### src/rtl/stt_ram.sv
// stt_ram: generic single-write, single-read synchronous ram with registered read
module stt_ram #(
    parameter int WIDTH = 8,
    parameter int DEPTH = 16
) (
    input  logic                     clk,
    input  logic                     we,
    input  logic [$clog2(DEPTH)-1:0] waddr,
    input  logic [WIDTH-1:0]         wdata,
    input  logic                     re,
    input  logic [$clog2(DEPTH)-1:0] raddr,
    output logic [WIDTH-1:0]         rdata
);

    logic [WIDTH-1:0] mem_reg [DEPTH];
    logic [WIDTH-1:0] rdata_reg;

    always_ff @(posedge clk)
    begin
        if (we)
        begin
            mem_reg[waddr] <= wdata;
        end
        if (re)
        begin
            rdata_reg <= mem_reg[raddr];
        end
    end

    assign rdata = rdata_reg;

endmodule

### config.mk
export PLATFORM = sky130hd
export DESIGN_NAME = stt_ram
export DESIGN_NICKNAME = d
export VERILOG_FILES = /design/src/rtl/stt_ram.sv
export SDC_FILE = /design/constraint.sdc
export NUM_CORES = 1
export LEC_CHECK = 0
export BUFFER_PORTS_ARGS = -buffer_cell sky130_fd_sc_hd__buf_2
export CAP_MARGIN = 20
export CELL_PAD_IN_SITES_DETAIL_PLACEMENT = 0
export CELL_PAD_IN_SITES_GLOBAL_PLACEMENT = 1
export CORE_ASPECT_RATIO = 1.2
export CORE_UTILIZATION = 55
export CTS_BUF_LIST = sky130_fd_sc_hd__clkbuf_2 sky130_fd_sc_hd__clkbuf_4 sky130_fd_sc_hd__clkbuf_8
export DETAILED_ROUTE_END_ITERATION = 10
export GPL_TIMING_DRIVEN = 0
export MAX_ROUTING_LAYER = met4
export PLACE_DENSITY_LB_ADDON = 0.1
export SLEW_MARGIN = 20
export SYNTH_ARGS = -nofsm -noshare
export SYNTH_HDL_FRONTEND = slang
export SYNTH_SLANG_ARGS = --single-unit
### constraint.sdc
create_clock -name clk -period 4.3 [get_ports clk]
set_input_delay 0.43 -clock clk [delete_from_list [all_inputs] [get_ports clk]]
set_output_delay 0.43 -clock clk [all_outputs]
set_load 0.02 [all_outputs]
==> results by group <==
Outcome
  – Status: complete, no violations

Timing
  – Fmax: 605.2 MHz
  – Count of pins over their slew limit: 0
  – Setup TNS: 0 ns
  – Number of setup violations in the final report: 0
  – Final Critical Period: 1.652 ns
  – Final critical-path share of the clock period: 38.42%
  – Clk_skew: 0.009087 ns
  – RSZ-0062 raised after global routing: false
  – Slew @ Worst Pin: 0.7954 ns
  – Fin. Hold Viols: 0
  – Max_slew headroom: 46.78%

Worst setup path
  – Critical Path End Type: flip-flop
  – Largest stage delay, worst path: 0.56 ns
  – CP Cell Sequence: mux4_1 -> a22oi_1 -> nand2_1
  – WP data arrival: 1.83 ns
  – Crit-path max FO: 1
  – Crit start category: flip-flop
  – Worst path bufs/invs: 0
  – Critical path data required time: 4.47 ns
  – FF-to-FF setup slack: 2.65 ns
  – Critical path class: reg -> reg
  – Family with the most delay on the worst path: multiplexers
  – Worst path slowest cell: mux4_1

Clock tree
  – Hold Buf Count CTS: 0
  – CTS tree: yes
  – Post-CTS sizing: 0
  – Clock root buffer: clkbuf_8
  – H-tree levels: 4
  – Postcts setup bufs: 0
  – Longest Clk Path Bufs: 2
  – Worst-Skew Late Latency: 0.43 ns
  – CTS sink count: 136
  – Clock-pin slew on the worst setup and hold paths: 0.07 ns
  – TritonCTS Buffers: 17

Layout
  – Layout area overhead: 12.40%
  – Layout Nets: 292
  – Fill count: 654
  – Share of post-route cells with drive strength above 1: 29.58%
  – Final Util: 64.36%
  – Finished Cell Area: 0.005876 mm²
  – Ant. Diodes: 0
  – Max FFs per register: 128
  – Non-Filler Instances: 404

Floorplanning
  – I/O Pins: 27
  – Die area: 0.009900 mm²
  – Chip Height: 108.8 µm
  – Initial Util: 57.26%
  – Die Width: 91.00 µm
  – CORE AREA: 0.009129 mm²
  – Row cnt: 38

Synthesis
  – Share of the synthesized area in the top cell type: 78.12%
  – Top cells by count, synth: 136 x edfxtp_1, 18 x mux4_2, 16 x a22oi_1, 14 x mux4_1, 13 x nor2_1
  – EDFF count, synth: 136
  – #FFs+latches synth: 136
  – Seq/Total Area, Yosys: 78.12%
  – Synth async-reset ratio: 0%
  – Mapped Area: 0.005228 mm²
  – Area contributors post-synth: edfxtp_1 78%, mux4_2 7.8%, mux4_1 7.0%, a22oi_1 2.3%, nor2_1 0.93%
  – Cell count after synthesis: 229
  – Yosys cell types: 18
  – Syn_nets: 248
  – Avg Cell Area, Syn: 22.83 µm²
  – Top FF cell, synth: edfxtp_1
  – Most frequent cell after synthesis: edfxtp_1
  – Synth warn: 0
  – Most area-hungry cell type in the Yosys netlist: edfxtp_1

Drt
  – Wire per inst: 23.51 µm
  – Routed vias/inst: 5.871
  – Initial DRC Count: 241
  – DR pass1 iterations: 4
  – DRC: 0
  – Vias: 2,372
  – Final ANT Viol Nets: 0
  – Post-Route WL: 9499 µm

Power
  – Max VDD drop: 0.3175 mV
  – Power per Cell Area: 440.4 mW/mm²
  – P_leak: 1.940 nW

Global route
  – GR Overflow Total: 0
  – Initial antenna violation count: 0
  – Number of global-route vias before repair: 2,456
  – Largest net degree at the start of global routing: 17
  – First-pass GRT wire length: 14,360 µm
  – Total track usage: 22.34%

Placed design
  – Placed cell count: 374
  – DP HPWL: 6176 µm
  – Placed Area: 0.005523 mm²
  – GP Congestion: 0.7786
  – Port bufs: 25

Job
  – Max_cap viols: 0

Min path
  – Worst Hold Class: in -> reg
==> routing by layer <==
layer  global-route usage, %  vias to the layer above  wire (µm)
met5                       -                        -          0
li1                        -                     1066          -
met1                   28.19                     1224       3981
met3                   5.230                       16        352
met4                   8.390                        0        131
met2                   35.98                       66       5033
==> path summary, 6_finish.rpt <==
check,end,start,depth (start not counted)
worst max-delay path,rdata[1],mem_reg[0][1],3
worst min-delay path,rdata[6],re,1
worst max register to register,rdata[1],mem_reg[0][1],3
worst min register to register,rdata[4],mem_reg[12][4],3
==> kinds of logic (layout without fill, tap and decap cells) <==
| group | after synthesis | in the layout | synth area share (%) |
|---|---|---|---|
| mux | 32 | 32 | 14.79 |
| simple gates | 35 | 35 | 3.136 |
| buf+inv | 10 | 65 | 1.651 |
| flops | 136 | 136 | 78.12 |
| compound gates | 16 | 16 | 2.298 |
==> cell usage in the layout (no fill, tap or decap), drive strengths merged <==
cell type      synthesis  final
edfxtp               136    136
buf                    7     32
mux4                  32     32
clkbuf                 0     18
a22oi                 16     16
nor2                  13     13
nand2                  9      9
clkinv                 0      9
nor3                   4      4
clkdlybuf4s25          3      3
nand3b                 2      2
nand2b                 2      2
bufinv                 0      2
nor2b                  1      1
and2                   1      1
and2b                  1      1
nand3                  1      1
or3b                   1      1
clkinvlp               0      1
==> where the power goes <==
part / internal [W] / total, W / switching, W
registers: 0.00149 / 0.00150 / 0.00000592
clock network: 0.000502 / 0.000942 / 0.000440
logic: 0.0000577 / 0.000147 / 0.0000893
total: 0.00205 / 0.00259 / 0.000535
==> area by class of cell <==
type	instances	area, µm²	share of cell area [%]
multi-input combinational	83	1077	18.33
clock buffer	18	241.5	4.110
timing repair buffer	25	125.1	2.129
tap	120	150.1	2.555
buffer	10	86.33	1.469
sequential	136	4084	69.51
clock inverter	12	111.4	1.895
==> through the flow <==
stage	setup slack (ns)	power (W)	hold slack, ns
detailed placement	2.157	0.001678	0.7395
finish	2.648	0.002587	0.3528
floorplan	2.377	0.001611	0.5289
global placement	1.765	0.001673	0.7271
global route	2.572	0.002665	0.3250
CTS	2.611	0.002601	0.3359
No activity file was read; power rests on OpenSTA's default activity.
