<file path="src/rtl/stt_pkg.sv">
// stt_pkg: shared types, constants and codes for the search transposition table
package stt_pkg;

    localparam int INDEX_BITS = 16;
    localparam int ADDR_BITS  = INDEX_BITS + 1;
    localparam int SLOTS      = 1 << ADDR_BITS;
    localparam int HASH_W     = 64;
    localparam int TAG_SHIFT  = 16;
    localparam int TAG_W      = HASH_W - TAG_SHIFT;
    localparam int AGE_W      = 3;
    localparam int SCORE_W    = 16;
    localparam int DEPTH_W    = 8;
    localparam int MOVE_W     = 16;
    localparam int MATE_W     = 15;
    localparam int PADDR_W    = 4;
    localparam int PDATA_W    = 32;

    typedef enum logic [1:0] {
        ACT_STORE  = 2'd0,
        ACT_LOOKUP = 2'd1,
        ACT_CLEAR  = 2'd2
    } action_t;

    typedef enum logic [1:0] {
        KIND_EXACT = 2'd0,
        KIND_HIGH  = 2'd1,
        KIND_LOW   = 2'd2
    } kind_t;

    typedef enum logic [1:0] {
        REG_CURRENT_AGE = 2'd0,
        REG_MATE_SCORE  = 2'd1,
        REG_MATE_DEPTH  = 2'd2
    } reg_index_t;

    typedef enum logic [1:0] {
        ST_INIT,
        ST_IDLE,
        ST_EXEC,
        ST_CLEAR
    } state_t;

    typedef struct packed {
        logic [AGE_W-1:0]   current_age;
        logic [MATE_W-1:0]  mate_score;
        logic [DEPTH_W-1:0] mate_depth;
    } cfg_t;

    typedef struct packed {
        logic [1:0]                action;
        logic                      side;
        logic [HASH_W-1:0]         hash_value;
        logic [DEPTH_W-1:0]        search_depth;
        logic [MOVE_W-1:0]         best_move;
        logic                      best_move_valid;
        logic signed [SCORE_W-1:0] score;
        logic signed [SCORE_W-1:0] window_low;
        logic signed [SCORE_W-1:0] window_high;
    } item_t;

    typedef struct packed {
        logic [AGE_W-1:0] age;
        logic [TAG_W-1:0] tag;
    } meta_t;

    typedef struct packed {
        logic                      move_valid;
        logic [MOVE_W-1:0]         move;
        logic [DEPTH_W-1:0]        depth;
        logic signed [SCORE_W-1:0] score;
        logic [1:0]                kind;
    } info_t;

    typedef struct packed {
        logic                      hit;
        logic [1:0]                entry_kind;
        logic signed [SCORE_W-1:0] entry_score;
        logic [DEPTH_W-1:0]        entry_depth;
        logic [MOVE_W-1:0]         entry_move;
        logic                      entry_move_valid;
        logic                      was_replaced;
    } result_t;

    localparam int META_W = $bits(meta_t);
    localparam int INFO_W = $bits(info_t);

endpackage

</file>
<file path="src/rtl/stt_apb_regs.sv">
// stt_apb_regs: apb configuration registers for age and mate handling
module stt_apb_regs
    import stt_pkg::*;
(
    input  logic               clk,
    input  logic               rst_n,
    input  logic               psel,
    input  logic               penable,
    input  logic               pwrite,
    input  logic [PADDR_W-1:0] paddr,
    input  logic [PDATA_W-1:0] pwdata,
    output logic [PDATA_W-1:0] prdata,
    output logic               pready,
    output cfg_t               cfg
);

    cfg_t       cfg_reg;
    cfg_t       cfg_next;
    logic       wr_en;
    logic [1:0] reg_idx;

    assign pready  = 1'b1;
    assign wr_en   = psel && penable && pwrite && pready;
    assign reg_idx = paddr[3:2];

    always_comb
    begin
        cfg_next = cfg_reg;
        if (wr_en)
        begin
            case (reg_idx)
                REG_CURRENT_AGE: cfg_next.current_age = pwdata[AGE_W-1:0];
                REG_MATE_SCORE:  cfg_next.mate_score  = pwdata[MATE_W-1:0];
                REG_MATE_DEPTH:  cfg_next.mate_depth  = pwdata[DEPTH_W-1:0];
                default:         cfg_next = cfg_reg;
            endcase
        end
    end

    always_ff @(posedge clk or negedge rst_n)
    begin
        if (!rst_n)
        begin
            cfg_reg.current_age <= '0;
            cfg_reg.mate_score  <= MATE_W'(30000);
            cfg_reg.mate_depth  <= DEPTH_W'(255);
        end
        else
        begin
            cfg_reg <= cfg_next;
        end
    end

    always_comb
    begin
        case (reg_idx)
            REG_CURRENT_AGE: prdata = PDATA_W'(cfg_reg.current_age);
            REG_MATE_SCORE:  prdata = PDATA_W'(cfg_reg.mate_score);
            REG_MATE_DEPTH:  prdata = PDATA_W'(cfg_reg.mate_depth);
            default:         prdata = '0;
        endcase
    end

    assign cfg = cfg_reg;

endmodule

</file>
<file path="config.mk">
export PLATFORM = sky130hd
export DESIGN_NAME = stt_apb_regs
export DESIGN_NICKNAME = d
export VERILOG_FILES = /design/src/rtl/stt_pkg.sv /design/src/rtl/stt_apb_regs.sv
export SDC_FILE = /design/constraint.sdc
export NUM_CORES = 1
export LEC_CHECK = 0
export ABC_AREA = 1
export BUFFER_PORTS_ARGS = -buffer_cell sky130_fd_sc_hd__clkbuf_2
export CORE_MARGIN = 3
export CORE_UTILIZATION = 40
export DETAILED_ROUTE_END_ITERATION = 10
export MAX_ROUTING_LAYER = met4
export PLACE_DENSITY = 0.78
export SETUP_SLACK_MARGIN = 0.2
export SLEW_MARGIN = 20
export SYNTH_ARGS = -nofsm -noshare
export SYNTH_HDL_FRONTEND = slang
export SYNTH_SLANG_ARGS = --single-unit
</file>
<file path="constraint.sdc">
create_clock -name clk -period 1.95 [get_ports clk]
set_input_delay 0.39 -clock clk [delete_from_list [all_inputs] [get_ports clk]]
set_output_delay 0.39 -clock clk [all_outputs]
set_load 0.05 [all_outputs]
</file>
==> results.md, run 1 <==
* Max stage delay on crit path at ~0.57 ns
* Row count at 21
* Crit-path cells: nand2_1 > nand3_1 > clkbuf_2
* Mapped Cells at around 190
* Worst r2r dst: cfg[1]
* # IOs at 100
* Clock-pin slew on the worst setup and hold paths at around 0.13 ns
* Clock latency on the worst-skew pair at about 0.31 ns
* Switch share at between 50% and 60%
* Setup repair after global routing missed its margin: yes
* Largest net degree at the start of global routing at 27
* Initial antenna violation count at 0
* Synth top cells by count: nand2_1 (96), buf_4 (18), dfstp_2 (15)
* Area contributors post-synth: dfstp_2 (27%), nand2_1 (25%), dfrtp_1 (19%)
* NetSw at between 1 and 1.5 mW
* Final hold vios at 0
* Layout Nets at ~290
* YS warnings at 0
* Worst rel slew slack at a little under 60%
* Setup Crit Path Kind: flop to output pin
* Crit path max-delay cell type: dfstp_2
* Max cap viols at 0
* P&R area growth vs syn at 21.6%
* DP Cell Count at around 290
* Clock tree buffer depth at 2
* Post-Route WL at approximately 3.2 mm
* Most frequent cell after synthesis: nand2_1
* Cts bufs inserted at 3
* Global Route met2 Usage at between 20 and 30%
* Critical Path Source: cfg[1]
* Avg Cell Area, Syn at about 7.8 um2
* Post-synth EDFFs at 0
* Drt drc at 0
* Vias per cell at ~4.2
* Antenna cells at 0
* GP Congestion at ~0.73
* Final min period at approximately 1.7 ns
* Synth Flop Type: dfstp_2
* Synth area leader: dfstp_2
* Met3 Use GR at about 2.7%
* Fin. max-slew vios at 0
* P_leak at 1.03 nW
* Async set-reset flop share out of synthesis at between 90% and 100%
* Reg power frac at approximately 40%
* Vias in the first global route at 1153
* Largest family of logic cells by synthesized area: simple AND/OR/NAND/NOR gates
* Period utilization at a little under nine tenths
* Comb pwr share at 48.5%
* Grt met1 use at between 10% and 20%
* Post-Synth XOR/XNOR Area at 0%
* Crit. End Element: output pin
* Final Power at 1.97 mW
* Congestion Overflow GR at 0
* Core outline area at around 0.0034 mm2
* Die Span Y at roughly 66 um
* Iteration-0 DRC Markers at 37
* Root buffer cell: clkbuf_4
* Register area share after synthesis at between 40% and 50%
* Hold Path Class: input port to asynchronous set/reset pin
* Clock power share at between 10% and 20%
* Setup TNS at 0 ns
* Synth Area in Compound Gates at 0%
* Multiplexer area fraction after synthesis at 0%
* First-pass GRT wire length at approximately 5.2 mm
* Status: finished, final reports clean
* Simple-gate share of the synthesized area at around 38%
* Global routing's busiest layer: met2
* Final std cells w/o fill at 293
* Count of cell types in the netlist at 19
* # H-tree levels at 1
* I/O Buffers at slightly above 60
* PwrDens at roughly 1100 mW/mm2
* Slew @ Worst Pin at 0.616 ns
* Area share of fa/ha/maj cells after synthesis at 0%
* Synth top area share at between 20% and 30%
* Via Count at around 1200
* Startpoint types: flop
* # setup viols final at 0
* Dpl hpwl at ~2.4 mm
* Die Wd at between 60 and 70 um
* Pint at around 960 uW
* Maximum VDD drop at roughly 450 uV
* Share of cells above drive strength 1 at 43.3%
* Reg2reg start: cfg[1]
* Cell Area, Synth at roughly 0.0014 mm2
* Max FO, Critical Path at 3
* Worst Path Arrival at ~1.3 ns
* Maximum clock frequency at between 500 and 600 MHz
* Hold buffers post-CTS at 0
* #FFs+latches synth at 26
* Max reg flops at 26
* WL/cell at roughly 11 um
* TritonCTS clock tree: built
* Worst Skew at 0 ns
* Flop2flop setup slack at about 1.2 ns
* GRT Total Usage at 16.0%
* WP data required at between 1.5 and 2 ns
* CTS sink count at 26
* R2R depth at 2
* Starting Density at between 40% and 50%
* Die area at roughly 0.0044 mm2
* Final ANT Viol Nets at 0
* TritonRoute pass-1 iters at 4
per-stage QoR:
step	utilization, %	worst slack (ns)	instance area (um2)	hold WS, ns
after global routing	51.5	0.186	1760	0.0993
after detailed placement	50.7	0.264	1730	0.438
final	51.5	0.269	1760	0.0672
after global placement	50.7	0.263	1730	0.439
after CTS	51.5	0.242	1760	0.0798
after floorplan	-	0.343	1530	0.0944
repair_timing:
item	CTS	global route
gates resized for setup	0	6
setup buffers	0	0
setup endpoints to repair	0	5
hold endpoints to repair	0	0
cell type report:
class / instances / area [um2]
fillers: 362 / 1660
flip-flops and latches: 26 / 669
multi-input cells: 143 / 642
repair buffers: 62 / 313
well taps: 46 / 57.6
inverters: 12 / 52.6
clock buffers: 4 / 26.3
how the worst max path moves through the flow:
stage               slack, ns  depth (start not counted)         end
floorplan                0.34                          2  prdata[12]
global placement         0.26                          7   prdata[1]
detailed placement       0.26                          7   prdata[1]
CTS                      0.24                          3  prdata[12]
global route             0.19                          3  prdata[13]
finish                   0.27                          3   prdata[1]
cell families (layout without fill, tap and decap cells):
logic type	count (synthesis)	after routing
other	2	18
buffers and inverters	32	78
AND/OR/NAND/NOR	125	125
flip-flops	26	26
layer usage:
| layer | vias to the layer above | part of all wire, % | routed length (um) |
|---|---|---|---|
| li1 | 637 | - | - |
| met1 | 539 | 42 | 1350 |
| met2 | 38 | 51 | 1620 |
| met3 | 4 | 5.6 | 178 |
| met4 | 0 | 0.85 | 27 |
| met5 | - | 0 | 0 |
placed cells by master, fill, tap and decap left out, drive strengths merged:
| cell | netlist | layout |
|---|---|---|
| clkbuf | 0 | 62 |
| buf | 20 | 4 |
| dfstp | 15 | 15 |
| inv | 12 | 12 |
| dfrtp | 11 | 11 |
| nand3 | 4 | 4 |
| nand2 | 109 | 109 |
| nor2 | 12 | 12 |
| conb | 2 | 18 |
power groups by stage:
| stage | Combinational [mW] | Clock, mW | Sequential (mW) |
|---|---|---|---|
| 2_1_floorplan | 0.387 | 0 | 1.19 |
| 3_3_place_gp | 0.954 | 0 | 0.796 |
| 3_5_place_dp | 0.962 | 0 | 0.800 |
| 4_1_cts | 0.964 | 0.242 | 0.791 |
| 5_1_grt | 1.02 | 0.262 | 0.811 |
| 6_report | 0.956 | 0.228 | 0.789 |
worst max-delay path: cells and delay by family, from the launching register on:
kind	cells	cell delay, ns
buf+inv	1	0.28
simple gates	2	0.13
flops	1	0.57
No activity file was read; power rests on OpenSTA's default activity.
==> run 2, diff against run 1 <==
- PLACE_DENSITY: 0.78 -> 0.77
==> results.md, run 2 (synthesis gave the netlist of run 1 again) <==
* Status: finished, final reports clean
* Comb pwr share at roughly 48%
* Setup repair after global routing missed its margin: yes
* Antenna cells at 0
* Initial antenna violation count at 0
* Place WS at 0.266 ns
* Root buffer cell: clkbuf_4
* Die area at around 0.0044 mm2
* Period utilization at between 80% and 90%
* TritonCTS clock tree: built
* DP Cell Count at approximately 290
* Max FO, Critical Path at 9
* Reg power frac at between 30% and 40%
* Dpl hpwl at between 2 and 2.5 mm
* Die Wd at between 60 and 70 um
* First-pass GRT wire length at between 5 and 6 mm
* Fin. max-slew vios at 0
* NetSw at ~1.0 mW
* GRT Total Usage at 16.1%
* # setup viols final at 0
* # H-tree levels at 1
* Crit. End Element: output pin
* Most common cell after layout, fill and taps aside: nand2_1
* Clock tree buffer depth at 2
* Maximum clock frequency at 593 MHz
* Final ANT Viol Nets at 0
* Worst rel slew slack at a little under three fifths
* PostCTS Resize Cnt at 0
* Congestion Overflow GR at 0
* P_leak at between 1 and 1.5 nW
* Die Span Y at 66.2 um
* Commonest cells after routing, fill and taps aside: nand2_1 (96), clkbuf_2 (56), conb_1 (18)
* Final hold vios at 0
* P&R area growth vs syn at 21.6%
* Worst Skew at 0 ns
* Setup Crit Path Kind: input port to output pin
* Clock power share at a little under an eighth
* Clock latency on the worst-skew pair at 0.31 ns
* Worst Path Arrival at between 1 and 1.5 ns
* Starting Density at 42.4%
* Max cap viols at 0
* Vias in the first global route at roughly 1100
* PwrDens at about 1100 mW/mm2
* Pint at 960 uW
* GP Congestion at 0.771
* Postcts setup bufs at 0
* Switch share at between 50% and 60%
* Post-route setup slack at ~0.26 ns
* WL/cell at ~11 um
* Final std cells w/o fill at 293
* Hold buffers post-CTS at 0
* Share of cells above drive strength 1 at 43.3%
* WP data required at around 1.6 ns
* I/O Buffers at slightly above 60
* CTS sink count at 26
* Setup TNS at 0 ns
* Max reg flops at 26
* Layout Nets at about 290
* Iteration-0 DRC Markers at 45
* R2R depth at 2
* Final min period at between 1.5 and 2 ns
* Core outline area at around 0.0034 mm2
* Clock-pin slew on the worst setup and hold paths at 0.14 ns
* Drt drc at 0
* Vias per cell at 4.27
* Post-Route WL at 3.17 mm
* Slew @ Worst Pin at approximately 0.64 ns
* Final Util at around half
* TritonRoute pass-1 iters at 4
* Via Count at about 1300
* Startpoint types: input port
* Largest net degree at the start of global routing at 27
* Hold Path Class: input port to asynchronous set/reset pin
* Row count at 21
* Cts bufs inserted at 3
* Maximum VDD drop at about 670 uV
* # IOs at 100
-- run 2: changes by cell type in the layout (fill, tap and decap cells not counted), sizes merged --
cell / delta
buf: +1
clkbuf: -1
-- run 2: per-stage QoR --
| step | power (mW) | hold WS (ns) | instance area, um2 |
|---|---|---|---|
| 2_1_floorplan | 1.58 | 0.0944 | 1530 |
| 3_3_place_gp | 1.75 | 0.446 | 1730 |
| 3_5_place_dp | 1.76 | 0.441 | 1730 |
| 4_1_cts | 2.00 | 0.0690 | 1760 |
| 5_1_grt | 2.09 | 0.0969 | 1760 |
| 6_report | 1.97 | 0.0653 | 1760 |
-- run 2: metal layers --
layer | vias up | GRT usage (%) | wire [um]
li1 | 640 | - | -
met1 | 560 | 19.9 | 1370
met2 | 50 | 27.4 | 1530
met3 | 2 | 4.08 | 257
met4 | 0 | 2.03 | 13
met5 | - | - | 0
-- run 2: power groups by stage --
stage / clock network [mW] / registers [mW] / logic [mW]
2_1_floorplan: 0 / 1.19 / 0.387
3_3_place_gp: 0 / 0.795 / 0.955
3_5_place_dp: 0 / 0.798 / 0.963
4_1_cts: 0.247 / 0.789 / 0.964
5_1_grt: 0.269 / 0.807 / 1.02
6_report: 0.231 / 0.788 / 0.955
-- run 2: final timing paths --
path / end / startpoint / slack, ns
max: prdata[0] / paddr[3] / 0.26
min in group clk: cfg[16] / pwdata[8] / 0.23
max reg2reg: cfg[3] / cfg[3] / 1.21
max in group asynchronous: cfg[11] / rst_n / 1.47
min reg2reg: cfg[5] / cfg[5] / 0.48
min: cfg[24] / rst_n / 0.07
-- run 2: cell type report --
cell class,count,area [um2]
flip-flops and latches,26,669
multi-input cells,143,642
inverters,12,52.6
fillers,338,1660
repair buffers,62,313
well taps,46,57.6
clock buffers,4,26.3
-- run 2: worst max-delay path: stages --
cell and delay, ns:
clkbuf_2 0.11, inv_2 0.08, nand2_4 0.15, inv_8 0.14
nand2_1 0.06, nand3_1 0.08, clkbuf_2 0.28
==> run 3, diff against run 2 <==
- clock period: 1.95 -> 2.15 ns (I/O delays scaled with it)
==> results.md, run 3 (synthesis gave the netlist of run 1 again) <==
* Status: finished, final reports clean
* Final ANT Viol Nets at 0
* Fin. max-slew vios at 0
* Crit. End Element: output pin
* Largest net degree at the start of global routing at 27
* Row count at 21
* Hold buffers post-CTS at 0
* PwrDens at 1040 mW/mm2
* Design area at roughly 0.0018 mm2
* FF/Latch Area at around 670 um2
* P_leak at ~1.0 nW
* Post-Route WL at 3.27 mm
* WL/cell at about 11 um
* Footprint of the multi-input gates at between 600 and 700 um2
* Cts bufs inserted at 3
* Max reg flops at 26
* Via Count at between 1000 and 1500
* I/O Buffers at 62
* Layout Nets at ~290
* # IOs at 100
* TritonCTS clock tree: built
* Vias in the first global route at about 1200
* Antenna cells at 0
* Setup Crit Path Kind: input port to output pin
* Starting Density at 42.4%
* Commonest cells after routing, fill and taps aside: nand2_1 (96), clkbuf_2 (62), conb_1 (18)
* Clock latency on the worst-skew pair at 0.31 ns
* Most common cell after layout, fill and taps aside: nand2_1
* Max cap viols at 0
* Congestion Overflow GR at 0
* Core outline area at 0.00342 mm2
* Worst Skew at 0 ns
* Period utilization at between 80 and 90%
* Placed Area at 0.00171 mm2
* Die area at roughly 0.0044 mm2
* Hold Path Class: input port to asynchronous set/reset pin
* Dpl hpwl at between 2 and 2.5 mm
* Max FO, Critical Path at 9
* GP Congestion at 0.779
* # setup viols final at 0
* CTS sink count at 26
* Iteration-0 DRC Markers at 50
* Die Span Y at about 66 um
* Setup repair after global routing missed its margin: no
* Vias per cell at 4.25
* Clock-pin slew on the worst setup and hold paths at about 0.14 ns
* Startpoint types: input port
* Maximum clock frequency at between 500 and 600 MHz
* Final hold vios at 0
* TritonRoute pass-1 iters at 4
* GRT Total Usage at 16.9%
* P&R area growth vs syn at 20.9%
* Root buffer cell: clkbuf_4
* Maximum VDD drop at 494 uV
* Initial antenna violation count at 0
* First-pass GRT wire length at around 5.5 mm
* Worst Path Arrival at about 1.3 ns
* Slew @ Worst Pin at 0.647 ns
* WP data required at roughly 1.7 ns
* # H-tree levels at 1
* Filler instances at 354
* Setup TNS at 0 ns
* Share of cells above drive strength 1 at 40.9%
* PostCTS Resize Cnt at 0
* Clock tree buffer depth at 2
* Postcts setup bufs at 0
* Die Wd at approximately 66 um
* Worst rel slew slack at between 50 and 60%
* Drt drc at 0
* Final min period at 1.74 ns
[run 3: routing by layer]
| layer | GRT usage [%] | part of all wire (%) | up-vias |
|---|---|---|---|
| li1 | - | - | 637 |
| met1 | 21.0 | 41 | 552 |
| met4 | 4.57 | 0.58 | 0 |
| met2 | 28.6 | 51 | 53 |
| met3 | 2.72 | 7.4 | 2 |
| met5 | - | 0 | - |
[run 3: final cells by class]
cell class / instances / area share [%]
Clock buffer: 4 / 2.07
Inverter: 12 / 3.00
Multi-Input combinational cell: 143 / 35.7
Sequential cell: 26 / 38.2
Tap cell: 46 / 3.29
Timing Repair Buffer: 62 / 17.7
[run 3: final timing paths]
path                       slack (ns)   endpoint  startpoint  cells after the start
setup / recovery                 0.41  prdata[0]    paddr[2]                      7
hold / removal                   0.11    cfg[24]       rst_n                      1
setup reg to reg                 1.41    cfg[20]     cfg[20]                      2
hold reg to reg                  0.48    cfg[22]     cfg[22]                      2
max in group asynchronous        1.63    cfg[14]       rst_n                      1
min in group clk                 0.27    cfg[18]  pwdata[10]                      3
[run 3: critical path, cell delays in order]
cell	delay [ns]
clkbuf_2	0.12
inv_1	0.07
nand2_1	0.08
inv_2	0.18
nand2_1	0.07
nand3_1	0.07
clkbuf_2	0.28
[run 3: through the flow]
step,setup WS (ns),power (mW),hold WS (ns),cells,util (%)
2_1_floorplan,0.299,1.42,0.134,201,-
3_3_place_gp,0.422,1.58,0.459,289,50.2
3_5_place_dp,0.423,1.59,0.461,289,50.2
4_1_cts,0.390,1.84,0.121,293,51.2
5_1_grt,0.312,1.93,0.134,293,51.2
6_report,0.413,1.82,0.108,293,51.2
[run 3: power breakdown]
| part | switching (mW) | total (mW) | internal [mW] | leakage [nW] |
|---|---|---|---|---|
| Combinational | 0.697 | 0.860 | 0.163 | 0.720 |
| Clock | 0.143 | 0.246 | 0.103 | 0.0210 |
| Sequential | 0.0828 | 0.715 | 0.632 | 0.297 |
