==> config.mk <==
export PLATFORM = sky130hd
export DESIGN_NAME = stt_update
export DESIGN_NICKNAME = d
export VERILOG_FILES = /design/src/rtl/stt_pkg.sv /design/src/rtl/stt_update.sv
export SDC_FILE = /design/constraint.sdc
export NUM_CORES = 1
export LEC_CHECK = 0
export ABC_AREA = 1
export BUFFER_PORTS_ARGS = -buffer_cell sky130_fd_sc_hd__buf_2
export CORE_AREA = 2 2 157 159
export DETAILED_ROUTE_END_ITERATION = 10
export DIE_AREA = 0 0 159 161
export PLACE_DENSITY = 0.45
export SLEW_MARGIN = 20
export SYNTH_ARGS = -nofsm -noshare
export SYNTH_HDL_FRONTEND = slang
export SYNTH_SLANG_ARGS = --single-unit
==> constraint.sdc <==
create_clock -name vclk -period 4.65
set_clock_uncertainty 0.15 [all_clocks]
set_input_delay 0 -clock vclk [all_inputs]
set_output_delay 0 -clock vclk [all_outputs]
set_load 0.01 [all_outputs]
==> src/rtl/stt_pkg.sv <==
// stt_pkg: shared types, constants and codes for the search transposition table
package stt_pkg;

    localparam int INDEX_BITS = 16;
    localparam int ADDR_BITS  = INDEX_BITS + 1;
    localparam int SLOTS      = 1 << ADDR_BITS;
    localparam int HASH_W     = 64;
    localparam int TAG_SHIFT  = 16;
    localparam int TAG_W      = HASH_W - TAG_SHIFT;
    localparam int AGE_W      = 3;
    localparam int SCORE_W    = 16;
    localparam int DEPTH_W    = 8;
    localparam int MOVE_W     = 16;
    localparam int MATE_W     = 15;
    localparam int PADDR_W    = 4;
    localparam int PDATA_W    = 32;

    typedef enum logic [1:0] {
        ACT_STORE  = 2'd0,
        ACT_LOOKUP = 2'd1,
        ACT_CLEAR  = 2'd2
    } action_t;

    typedef enum logic [1:0] {
        KIND_EXACT = 2'd0,
        KIND_HIGH  = 2'd1,
        KIND_LOW   = 2'd2
    } kind_t;

    typedef enum logic [1:0] {
        REG_CURRENT_AGE = 2'd0,
        REG_MATE_SCORE  = 2'd1,
        REG_MATE_DEPTH  = 2'd2
    } reg_index_t;

    typedef enum logic [1:0] {
        ST_INIT,
        ST_IDLE,
        ST_EXEC,
        ST_CLEAR
    } state_t;

    typedef struct packed {
        logic [AGE_W-1:0]   current_age;
        logic [MATE_W-1:0]  mate_score;
        logic [DEPTH_W-1:0] mate_depth;
    } cfg_t;

    typedef struct packed {
        logic [1:0]                action;
        logic                      side;
        logic [HASH_W-1:0]         hash_value;
        logic [DEPTH_W-1:0]        search_depth;
        logic [MOVE_W-1:0]         best_move;
        logic                      best_move_valid;
        logic signed [SCORE_W-1:0] score;
        logic signed [SCORE_W-1:0] window_low;
        logic signed [SCORE_W-1:0] window_high;
    } item_t;

    typedef struct packed {
        logic [AGE_W-1:0] age;
        logic [TAG_W-1:0] tag;
    } meta_t;

    typedef struct packed {
        logic                      move_valid;
        logic [MOVE_W-1:0]         move;
        logic [DEPTH_W-1:0]        depth;
        logic signed [SCORE_W-1:0] score;
        logic [1:0]                kind;
    } info_t;

    typedef struct packed {
        logic                      hit;
        logic [1:0]                entry_kind;
        logic signed [SCORE_W-1:0] entry_score;
        logic [DEPTH_W-1:0]        entry_depth;
        logic [MOVE_W-1:0]         entry_move;
        logic                      entry_move_valid;
        logic                      was_replaced;
    } result_t;

    localparam int META_W = $bits(meta_t);
    localparam int INFO_W = $bits(info_t);

endpackage

==> src/rtl/stt_update.sv <==
// stt_update: replacement decision, score classification and write-back data
module stt_update
    import stt_pkg::*;
(
    input  item_t   item,
    input  meta_t   meta_rd,
    input  info_t   info_rd,
    input  cfg_t    cfg,
    output logic    meta_we,
    output meta_t   meta_wdata,
    output logic    info_we,
    output info_t   info_wdata,
    output result_t res
);

    logic signed [SCORE_W:0] s_ext;
    logic signed [SCORE_W:0] lo_ext;
    logic signed [SCORE_W:0] hi_ext;
    logic signed [SCORE_W:0] m_pos;
    logic signed [SCORE_W:0] m_neg;
    logic                    in_window;
    logic                    mate_up;
    logic                    mate_dn;
    logic                    replace;
    logic                    tag_match;
    logic [TAG_W-1:0]        item_tag;
    info_t                   new_info;

    assign s_ext    = {item.score[SCORE_W-1], item.score};
    assign lo_ext   = {item.window_low[SCORE_W-1], item.window_low};
    assign hi_ext   = {item.window_high[SCORE_W-1], item.window_high};
    assign m_pos    = signed'({2'b00, cfg.mate_score});
    assign m_neg    = -m_pos;
    assign in_window = (s_ext < hi_ext) && (s_ext > lo_ext);
    assign mate_up  = s_ext >= m_pos;
    assign mate_dn  = s_ext <= m_neg;
    assign item_tag = item.hash_value[HASH_W-1:TAG_SHIFT];
    assign tag_match = meta_rd.tag == item_tag;

    assign replace = (meta_rd.age != cfg.current_age)
                  || (item.search_depth > info_rd.depth)
                  || ((info_rd.kind != KIND_EXACT) && (in_window || mate_up || mate_dn));

    // classify the stored bound; a winning mate at or above the window or a losing mate at or below it becomes exact
    always_comb
    begin
        new_info.move_valid = item.best_move_valid;
        new_info.move       = item.best_move_valid ? item.best_move : '0;
        new_info.depth      = item.search_depth;
        new_info.score      = item.score;
        new_info.kind       = KIND_EXACT;
        if (!in_window)
        begin
            if (s_ext >= hi_ext)
            begin
                if (mate_up)
                begin
                    new_info.depth = cfg.mate_depth;
                end
                else
                begin
                    new_info.kind = KIND_HIGH;
                end
            end
            else if (mate_dn)
            begin
                new_info.depth = cfg.mate_depth;
            end
            else
            begin
                new_info.kind = KIND_LOW;
            end
        end
    end

    always_comb
    begin
        meta_we         = 1'b0;
        info_we         = 1'b0;
        meta_wdata.tag  = item_tag;
        meta_wdata.age  = cfg.current_age;
        info_wdata      = new_info;
        res             = '0;
        case (item.action)
            ACT_STORE:
            begin
                if (replace)
                begin
                    meta_we          = 1'b1;
                    info_we          = 1'b1;
                    res.was_replaced = 1'b1;
                end
            end
            ACT_LOOKUP:
            begin
                if (tag_match)
                begin
                    meta_we              = 1'b1;
                    res.hit              = 1'b1;
                    res.entry_kind       = info_rd.kind;
                    res.entry_score      = info_rd.score;
                    res.entry_depth      = info_rd.depth;
                    res.entry_move       = info_rd.move;
                    res.entry_move_valid = info_rd.move_valid;
                end
            end
            default:
            begin
                res = '0;
            end
        endcase
    end

endmodule

==> flow_metrics.tcl, run 1 <==
set metrics [dict create \
    grtUsageTotal_pct 13.7 \
    crit_start "cfg[9]" \
    antenna-diode-count 0 \
    period_needed_ns 3.37 \
    yosysSeqAreaShare_pct 0 \
    start_util_pct 16.9 \
    seqPwrFrac_pct 0 \
    startpoint_type "input pin" \
    cp_num_buf_inv 4 \
    dieWidth_um 159 \
    cpMaxStageDelayCell "ha_1" \
    crit_arrival_ns 3.22 \
    place_congestion 0.830 \
    min-delay-start "item[103]" \
    drt_iter0_markers 196 \
    tightest_slew_ns 0.870 \
    cp_top_family "simple AND/OR/NAND/NOR gates" \
    syn-num-nets 1038 \
    syn_to_final_growth_pct 43.3 \
    fmax_mhz 296 \
    core_sq_um 24000 \
    seq_area_sq_um 0 \
    rsz0062_at_grt "false" \
    port-buffer-count 384 \
    overflow 0 \
    first_global_vias 4883 \
    post_cts_buffers 0 \
    drcViolationCount 0 \
    cellInternalPower_w 0.000221 \
    wl_um 19000 \
    hpwl_um 17700 \
    setup_viol 0 \
    seq_cells 0 \
    synth_area_sq_um 4060 \
    ys_types 39 \
    maxCapViolCount 0 \
    slew_viol_final 0 \
    hold_violations 0 \
    hold_slack_ns 0.0481 \
    yosys_warnings 0 \
    nets 1348 \
    core.rowCount 57 \
    p_per_area_nw_per_um2 87.6 \
    hp-class "in2out" \
    switchingPower_w 0.000289 \
    routed_via_density 3.80 \
    cp_data_required_time_ns 4.50 \
    synth_cells 706 \
    synth.avg_cell_area_sq_um 5.75 \
    swShare_pct 56.7 \
    clock_buffers 0 \
    relSlewSlack_pct 41.8 \
    period_share_pct 72.6 \
    wl_per_cell_um 14.2 \
    outcome "complete, no violations" \
    pin_count 401 \
    antenna_found_initial 4 \
    cts-hold-fix-buffers 0 \
    leakage_nw 3.98 \
    layout-drive-gt1-share_pct 40.8 \
    antenna_left 0 \
    grt_max_degree 46 \
    cts_resized 0 \
    grt_first_pass_wirelength_um 27300 \
    clkPwrFrac_pct 0 \
    vdd_drop_max_mv 0.0283 \
    vias 5082 \
    cp-end-kind "primary output" \
    dieArea_sq_um 25600 \
    fill_cells 2863 \
    finalSetupTns_ns 0 \
    die_h_um 161 \
    critical_path_class "in2out" \
    cpPeakStageDelay_ns 0.29 \
    path_cells "buf_2, inv_1, ha_1, nand3_1, nor2_1, nand2_1, nor2_1, nand4_1, nor2_1, nand4_1, xor2_1, ha_1, nand2_1, nor2_2, inv_1, nor2_2, nand4_1, nand4_1, nand2_1, nand3_1, nand3_4, nand2_1, o21ai_2, buf_2" \
    combPwrFrac_pct 100.0 \
    cp_max_fo 16 \
    drtPass1Iterations 4 \
]
## routing by layer
metal  track usage [%]  vias up  routed length, um
met5                 0        -                 11
met4              1.24        2                210
met3              1.36       12                957
met2              25.5      197               9390
met1              17.6     2137               8380
li1                  -     2734                  -
## cells in the final DEF, fill, tap and decap left out, types with 2 or more instances in the layout
cell type and n:
buf_2 384, inv_1 178, nand2_1 129, nor2_1 79
ha_1 72, a21oi_1 31, xor2_1 23, nand3_1 14
nand4_1 13, o22ai_1 13, o21ai_0 9, o21ai_2 8
nor3_1 6, o21ai_1 6, nand2_2 6, inv_2 5
a221oi_1 5, xnor2_1 4, nor4_1 4, nor2_2 3
nand3_2 3, and3_1 2, nand2_4 2, o2111ai_1 2
a22o_1 2
## metrics by stage
step | std cells | total power, W | cell area, sq um | setup WS (ns) | utilization, %
after CTS | 1338 | 0.000520 | 5820 | 1.24 | 24.3
after global placement | 1338 | 0.000516 | 5820 | 1.25 | 24.3
final | 1338 | 0.000510 | 5820 | 1.28 | 24.3
after floorplan | 706 | 0.000315 | 4060 | 1.96 | -
after detailed placement | 1338 | 0.000518 | 5820 | 1.25 | 24.3
after global routing | 1338 | 0.000578 | 5820 | 0.924 | 24.3
## worst paths after layout
| path | slack (ns) | to | cells past startpoint |
|---|---|---|---|
| worst max-delay path | 1.28 | info_wdata[20] | 24 |
| worst min-delay path | 0.05 | meta_wdata[14] | 2 |
## synth_stat cells, drive strengths merged
cell,n,area (sq um)
nand4,13,81.3
nand3,18,118
o21bai,1,7.51
nor3,7,40.0
nor4,4,25.0
o22ai,13,81.3
clkinv,1,3.75
o2111a,1,11.3
o21a,1,7.51
o2111ai,2,17.5
a221oi,5,43.8
a21oi,31,155
nor3b,1,7.51
nand2,137,544
nor2,83,327
a21o,1,7.51
a31oi,1,6.26
xnor2,4,35.0
inv,183,687
o21ai,23,145
clkbuf,2,7.51
xor2,23,201
a22o,2,17.5
buf,74,561
a211oi,1,7.51
and3,2,12.5
ha,72,901
## logic make-up after synthesis
| group | Yosys count | synth area share (%) |
|---|---|---|
| adders and majority gates | 72 | 22.2 |
| AOI/OAI and AO/OA | 82 | 12.5 |
| xor gates and xnor gates | 27 | 5.83 |
| and+or+nand+nor | 265 | 28.5 |
| buffers and inverters | 260 | 31.0 |
## cell type report
class | instances | area [sq um] | area share [%]
Tap cell | 324 | 405 | 6.97
Multi-Input combinational cell | 446 | 2800 | 48.1
Timing Repair Buffer | 384 | 1920 | 33.0
Inverter | 184 | 691 | 11.9
## power by group through the flow
| stage | Sequential, W | Combinational, W | Clock (W) |
|---|---|---|---|
| final | 0 | 0.000510 | 0 |
| after floorplan | 0 | 0.000315 | 0 |
| after global placement | 0 | 0.000516 | 0 |
| after detailed placement | 0 | 0.000518 | 0 |
| after global routing | 0 | 0.000578 | 0 |
| after CTS | 0 | 0.000520 | 0 |
(Power assumes the default switching activity.)
==> run 2, diff against run 1 <==
- PLACE_DENSITY: 0.45 -> 0.47
- clock period: 4.65 -> 2.9 ns (I/O delays scaled with it)
==> flow_metrics.tcl, run 2 (synthesis results as in run 1) <==
set metrics [dict create \
    slew_viol_final 0 \
    crit_arrival_ns 2.84 \
    fmax_mhz 335 \
    maxCapViolCount 0 \
    clock_buffers 0 \
    pin_count 401 \
    p_total_w 0.000905 \
    antenna_found_initial 8 \
    wl_um 18600 \
    grt_max_degree 41 \
    violations "negative setup slack" \
    crit_start "cfg[9]" \
    grt_first_pass_wirelength_um 27500 \
    relSlewSlack_pct 69.8 \
    overflow 0 \
    seq_area_sq_um 0 \
    nets 1375 \
    rsz0062_at_grt "true" \
    vdd_drop_max_mv 0.0654 \
    tightest_slew_ns 0.452 \
    vias 5312 \
    setup_ws_ns -0.0886 \
    final_cell_mix "buf_2 (382), inv_1 (175), nand2_1 (119)" \
    setup_viol 11 \
    p_per_area_nw_per_um2 146 \
    period_needed_ns 2.99 \
    place_congestion 0.832 \
    drcViolationCount 0 \
    min-delay-start "item[104]" \
    drt_iter0_markers 174 \
    hold_violations 0 \
    core.rowCount 57 \
    dieWidth_um 159 \
    period_share_pct 103 \
    grtUsageTotal_pct 13.5 \
    routed_via_density 3.88 \
    layout-drive-gt1-share_pct 44.7 \
    startpoint_type "input pin" \
    cp-end-kind "primary output" \
    cp_max_fo 6 \
    start_util_pct 16.9 \
    dieArea_sq_um 25600 \
    seq_cells 0 \
    hpwl_um 17100 \
    cp_data_required_time_ns 2.75 \
    first_global_vias 5186 \
    wl_per_cell_um 13.6 \
    final_common_cell "buf_2" \
    die_h_um 161 \
    cts-hold-fix-buffers 0 \
    syn_to_final_growth_pct 52.3 \
    core_sq_um 24000 \
    drtPass1Iterations 4 \
    pre_cts_ws_ns -0.377 \
    dp.cells 1356 \
    finalNonFillerCells 1369 \
    fill_cells 2875 \
    critical_path_class "in2out" \
    hp-class "in2out" \
    antenna_left 0 \
    port-buffer-count 384 \
    leakage_nw 4.14 \
    outcome "finished with violations" \
]
run 2: repair_timing:
item / in CTS / in global routing
buffers inserted: 5 / 3
pin swaps: 16 / 12
setup endpoints to repair: 12 / 12
cloned: 1 / 0
gates resized for setup: 25 / 9
run 2: path summary, 6_finish.rpt:
check | slack [ns] | cells after the start | to
max | -0.09 | 24 | info_wdata[18]
min | 0.05 | 2 | meta_wdata[15]
run 2: final cells by class:
| type | instances | area, sq um | share of cell area [%] |
|---|---|---|---|
| diodes | 4 | 10.0 | 0.162 |
| inverters | 184 | 693 | 11.2 |
| multi-input cells | 446 | 2900 | 46.9 |
| well taps | 324 | 405 | 6.56 |
| repair buffers | 411 | 2170 | 35.2 |
run 2: through the flow:
step	cell area [sq um]	utilization [%]	hold slack [ns]	setup TNS, ns
2_1_floorplan	4060	-	-0.0629	0
3_3_place_gp	5970	24.9	0.0529	-3.45
3_5_place_dp	5970	24.9	0.0517	-3.63
4_1_cts	6120	25.5	0.0520	-2.60
5_1_grt	6180	25.8	0.0536	-3.72
6_report	6180	25.8	0.0508	-0.603
run 2: power breakdown:
part	internal, W	switching (W)	total, W
Sequential	0	0	0
Combinational	0.000417	0.000488	0.000905
Clock	0.000000000159	0	0.000000000159
Total	0.000417	0.000488	0.000905
run 2: routing by layer:
metal  GRT usage [%]  vias to the layer above  share of wire, %
li1                -                     2802                 -
met1            16.6                     2256                43
met2            25.0                      214                49
met3            1.69                       30               5.4
met4            2.85                       10               2.5
met5               0                        -              0.34
run 2: critical path, cell delays in order:
cell and delay (ns):
buf_6 0.10, inv_4 0.05, ha_4 0.14, nand3_4 0.07
nor2_4 0.09, nand2_2 0.06, nor2_2 0.10, nand4_1 0.14
nor2_1 0.15, nand4_1 0.14, nor2_1 0.17, ha_1 0.28
a21oi_1 0.14, o21ai_0 0.10, a21oi_1 0.18, nand3_1 0.09
nand2_1 0.08, nand2_2 0.07, nand3_2 0.09, nand3_4 0.13
buf_12 0.18, nand2_4 0.06, o21ai_2 0.05, buf_2 0.13
==> run 3, diff against run 2 <==
- SETUP_SLACK_MARGIN: default -> 0.3
==> flow_metrics.tcl, run 3 (synthesis results as in run 1) <==
set metrics [dict create \
    dieWidth_um 159 \
    finalNonFillerCells 1366 \
    first_global_vias 5217 \
    setup_viol 12 \
    violations "negative setup slack" \
    drcViolationCount 0 \
    p_total_w 0.000948 \
    hold_slack_ns 0.0535 \
    overflow 0 \
    final_common_cell "buf_2" \
    nets 1374 \
    cp_data_required_time_ns 2.75 \
    maxCapViolCount 0 \
    hpwl_um 18000 \
    port-buffer-count 384 \
    vias 5297 \
    layout-drive-gt1-share_pct 44.5 \
    hp-class "in2out" \
    clock_buffers 0 \
    grtUsageTotal_pct 14.2 \
    fill_cells 2817 \
    cp-end-kind "primary output" \
    path_cells "buf_8, inv_4, ha_4, nand3_2, nor2_1, nand2_1, nor2_2, nand4_1, nor2_2, nand4_1, xor2_1, ha_1, nand2_2, nor2_4, inv_2, nor2_4, nand4_1, nand4_1, nand2_2, nand3_4, nand3_4, buf_4, o21ai_2, buf_2" \
    dieArea_sq_um 25600 \
    start_util_pct 16.9 \
    routed_via_density 3.88 \
    period_share_pct 108 \
    critical_path_class "in2out" \
    slew_viol_final 0 \
    cpMaxStageDelayCell "ha_1" \
    seq_cells 0 \
    leakage_nw 4.14 \
    cp_max_fo 8 \
    dp.cells 1355 \
    holdPathEnd "meta_wdata[14]" \
    seq_area_sq_um 0 \
    p_per_area_nw_per_um2 152 \
    pin_count 401 \
    antenna_left 0 \
    startpoint_type "input pin" \
    hold_path_depth 2 \
    min-delay-start "item[103]" \
    fmax_mhz 318 \
    tightest_slew_ns 0.474 \
    period_needed_ns 3.14 \
    syn_to_final_growth_pct 53.4 \
    grt_max_degree 38 \
    wl_per_cell_um 14.3 \
    rsz0062_at_grt "true" \
    finalSetupTns_ns -2.05 \
    relSlewSlack_pct 68.4 \
    cpMostUsedCell "nand4_1" \
    drtPass1Iterations 4 \
    drt_iter0_markers 210 \
    die_h_um 161 \
    grt_first_pass_wirelength_um 28800 \
    multi_input_area_sq_um 2930 \
    core_sq_um 24000 \
    cpPeakStageDelay_ns 0.33 \
    wl_um 19600 \
    core.rowCount 57 \
    antenna_found_initial 4 \
    vdd_drop_max_mv 0.0655 \
    setup_ws_ns -0.243 \
    crit_arrival_ns 2.99 \
    outcome "finished with violations" \
    place_congestion 0.814 \
    final_cell_mix "buf_2 (377), inv_1 (174), nand2_1 (119)" \
    hold_violations 0 \
]
[run 3: changes by cell type in the layout (fill, tap and decap cells not counted), moves of 2 or more]
cell,change
a21oi_2,+2
nand3_2,-2
buf_6,+6
o21ai_4,+2
buf_4,-4
nand3_1,+2
diode_2,-2
a21oi_1,-2
buf_8,+2
nor2_4,+2
nor2_2,-3
buf_2,-5
o21ai_2,-2
[run 3: worst max path at each step]
stage	end	startpoint
2_1_floorplan	info_wdata[23]	cfg[8]
3_3_place_gp	info_wdata[23]	cfg[8]
3_5_place_dp	info_wdata[23]	cfg[9]
4_1_cts	info_wdata[23]	cfg[8]
5_1_grt	info_wdata[22]	cfg[9]
6_report	info_wdata[22]	cfg[8]
[run 3: worst max-delay path, delay by kind of cell]
kind	cells	cell delay, ns
XOR/XNOR	1	0.17
adder cells (fa/ha/maj)	2	0.46
AND/OR/NAND/NOR	15	1.71
buffers and inverters	5	0.53
AO/OA/AOI/OAI	1	0.11
[run 3: routing by layer]
metal	wire length, um	GRT usage (%)	share of wire, %	up-vias
met5	23	0	0.12	-
met4	450	2.81	2.3	4
met3	1460	2.88	7.4	26
met2	9600	26.1	49	217
met1	8070	17.2	41	2254
li1	-	-	-	2796
[run 3: per-stage QoR]
stage | area (sq um) | setup WS [ns] | utilization, %
global placement | 5980 | -0.417 | 24.9
finish | 6230 | -0.243 | 26.0
CTS | 6140 | -0.276 | 25.6
floorplan | 4090 | 0.306 | -
detailed placement | 5980 | -0.463 | 24.9
global route | 6220 | -0.532 | 26.0
[run 3: final cells by class]
| class | count | share of cell area [%] |
|---|---|---|
| well taps | 324 | 6.51 |
| repair buffers | 409 | 35.1 |
| multi-input cells | 447 | 47.0 |
| diodes | 2 | 0.0804 |
| inverters | 184 | 11.3 |
[run 3: what timing repair did]
action                     4_1_cts  5_1_grt
hold endpoints to repair         0        0
gates resized for setup         28       15
setup endpoints to repair       12       12
gates cloned                     1        0
setup buffers                    4        4
hold buffers                     0        0
pin swaps                        6        8
[run 3: report_power, final]
part / internal, W / switching [W]
Sequential: 0 / 0
Combinational: 0.000434 / 0.000514
Clock: 0.0000000000922 / 0
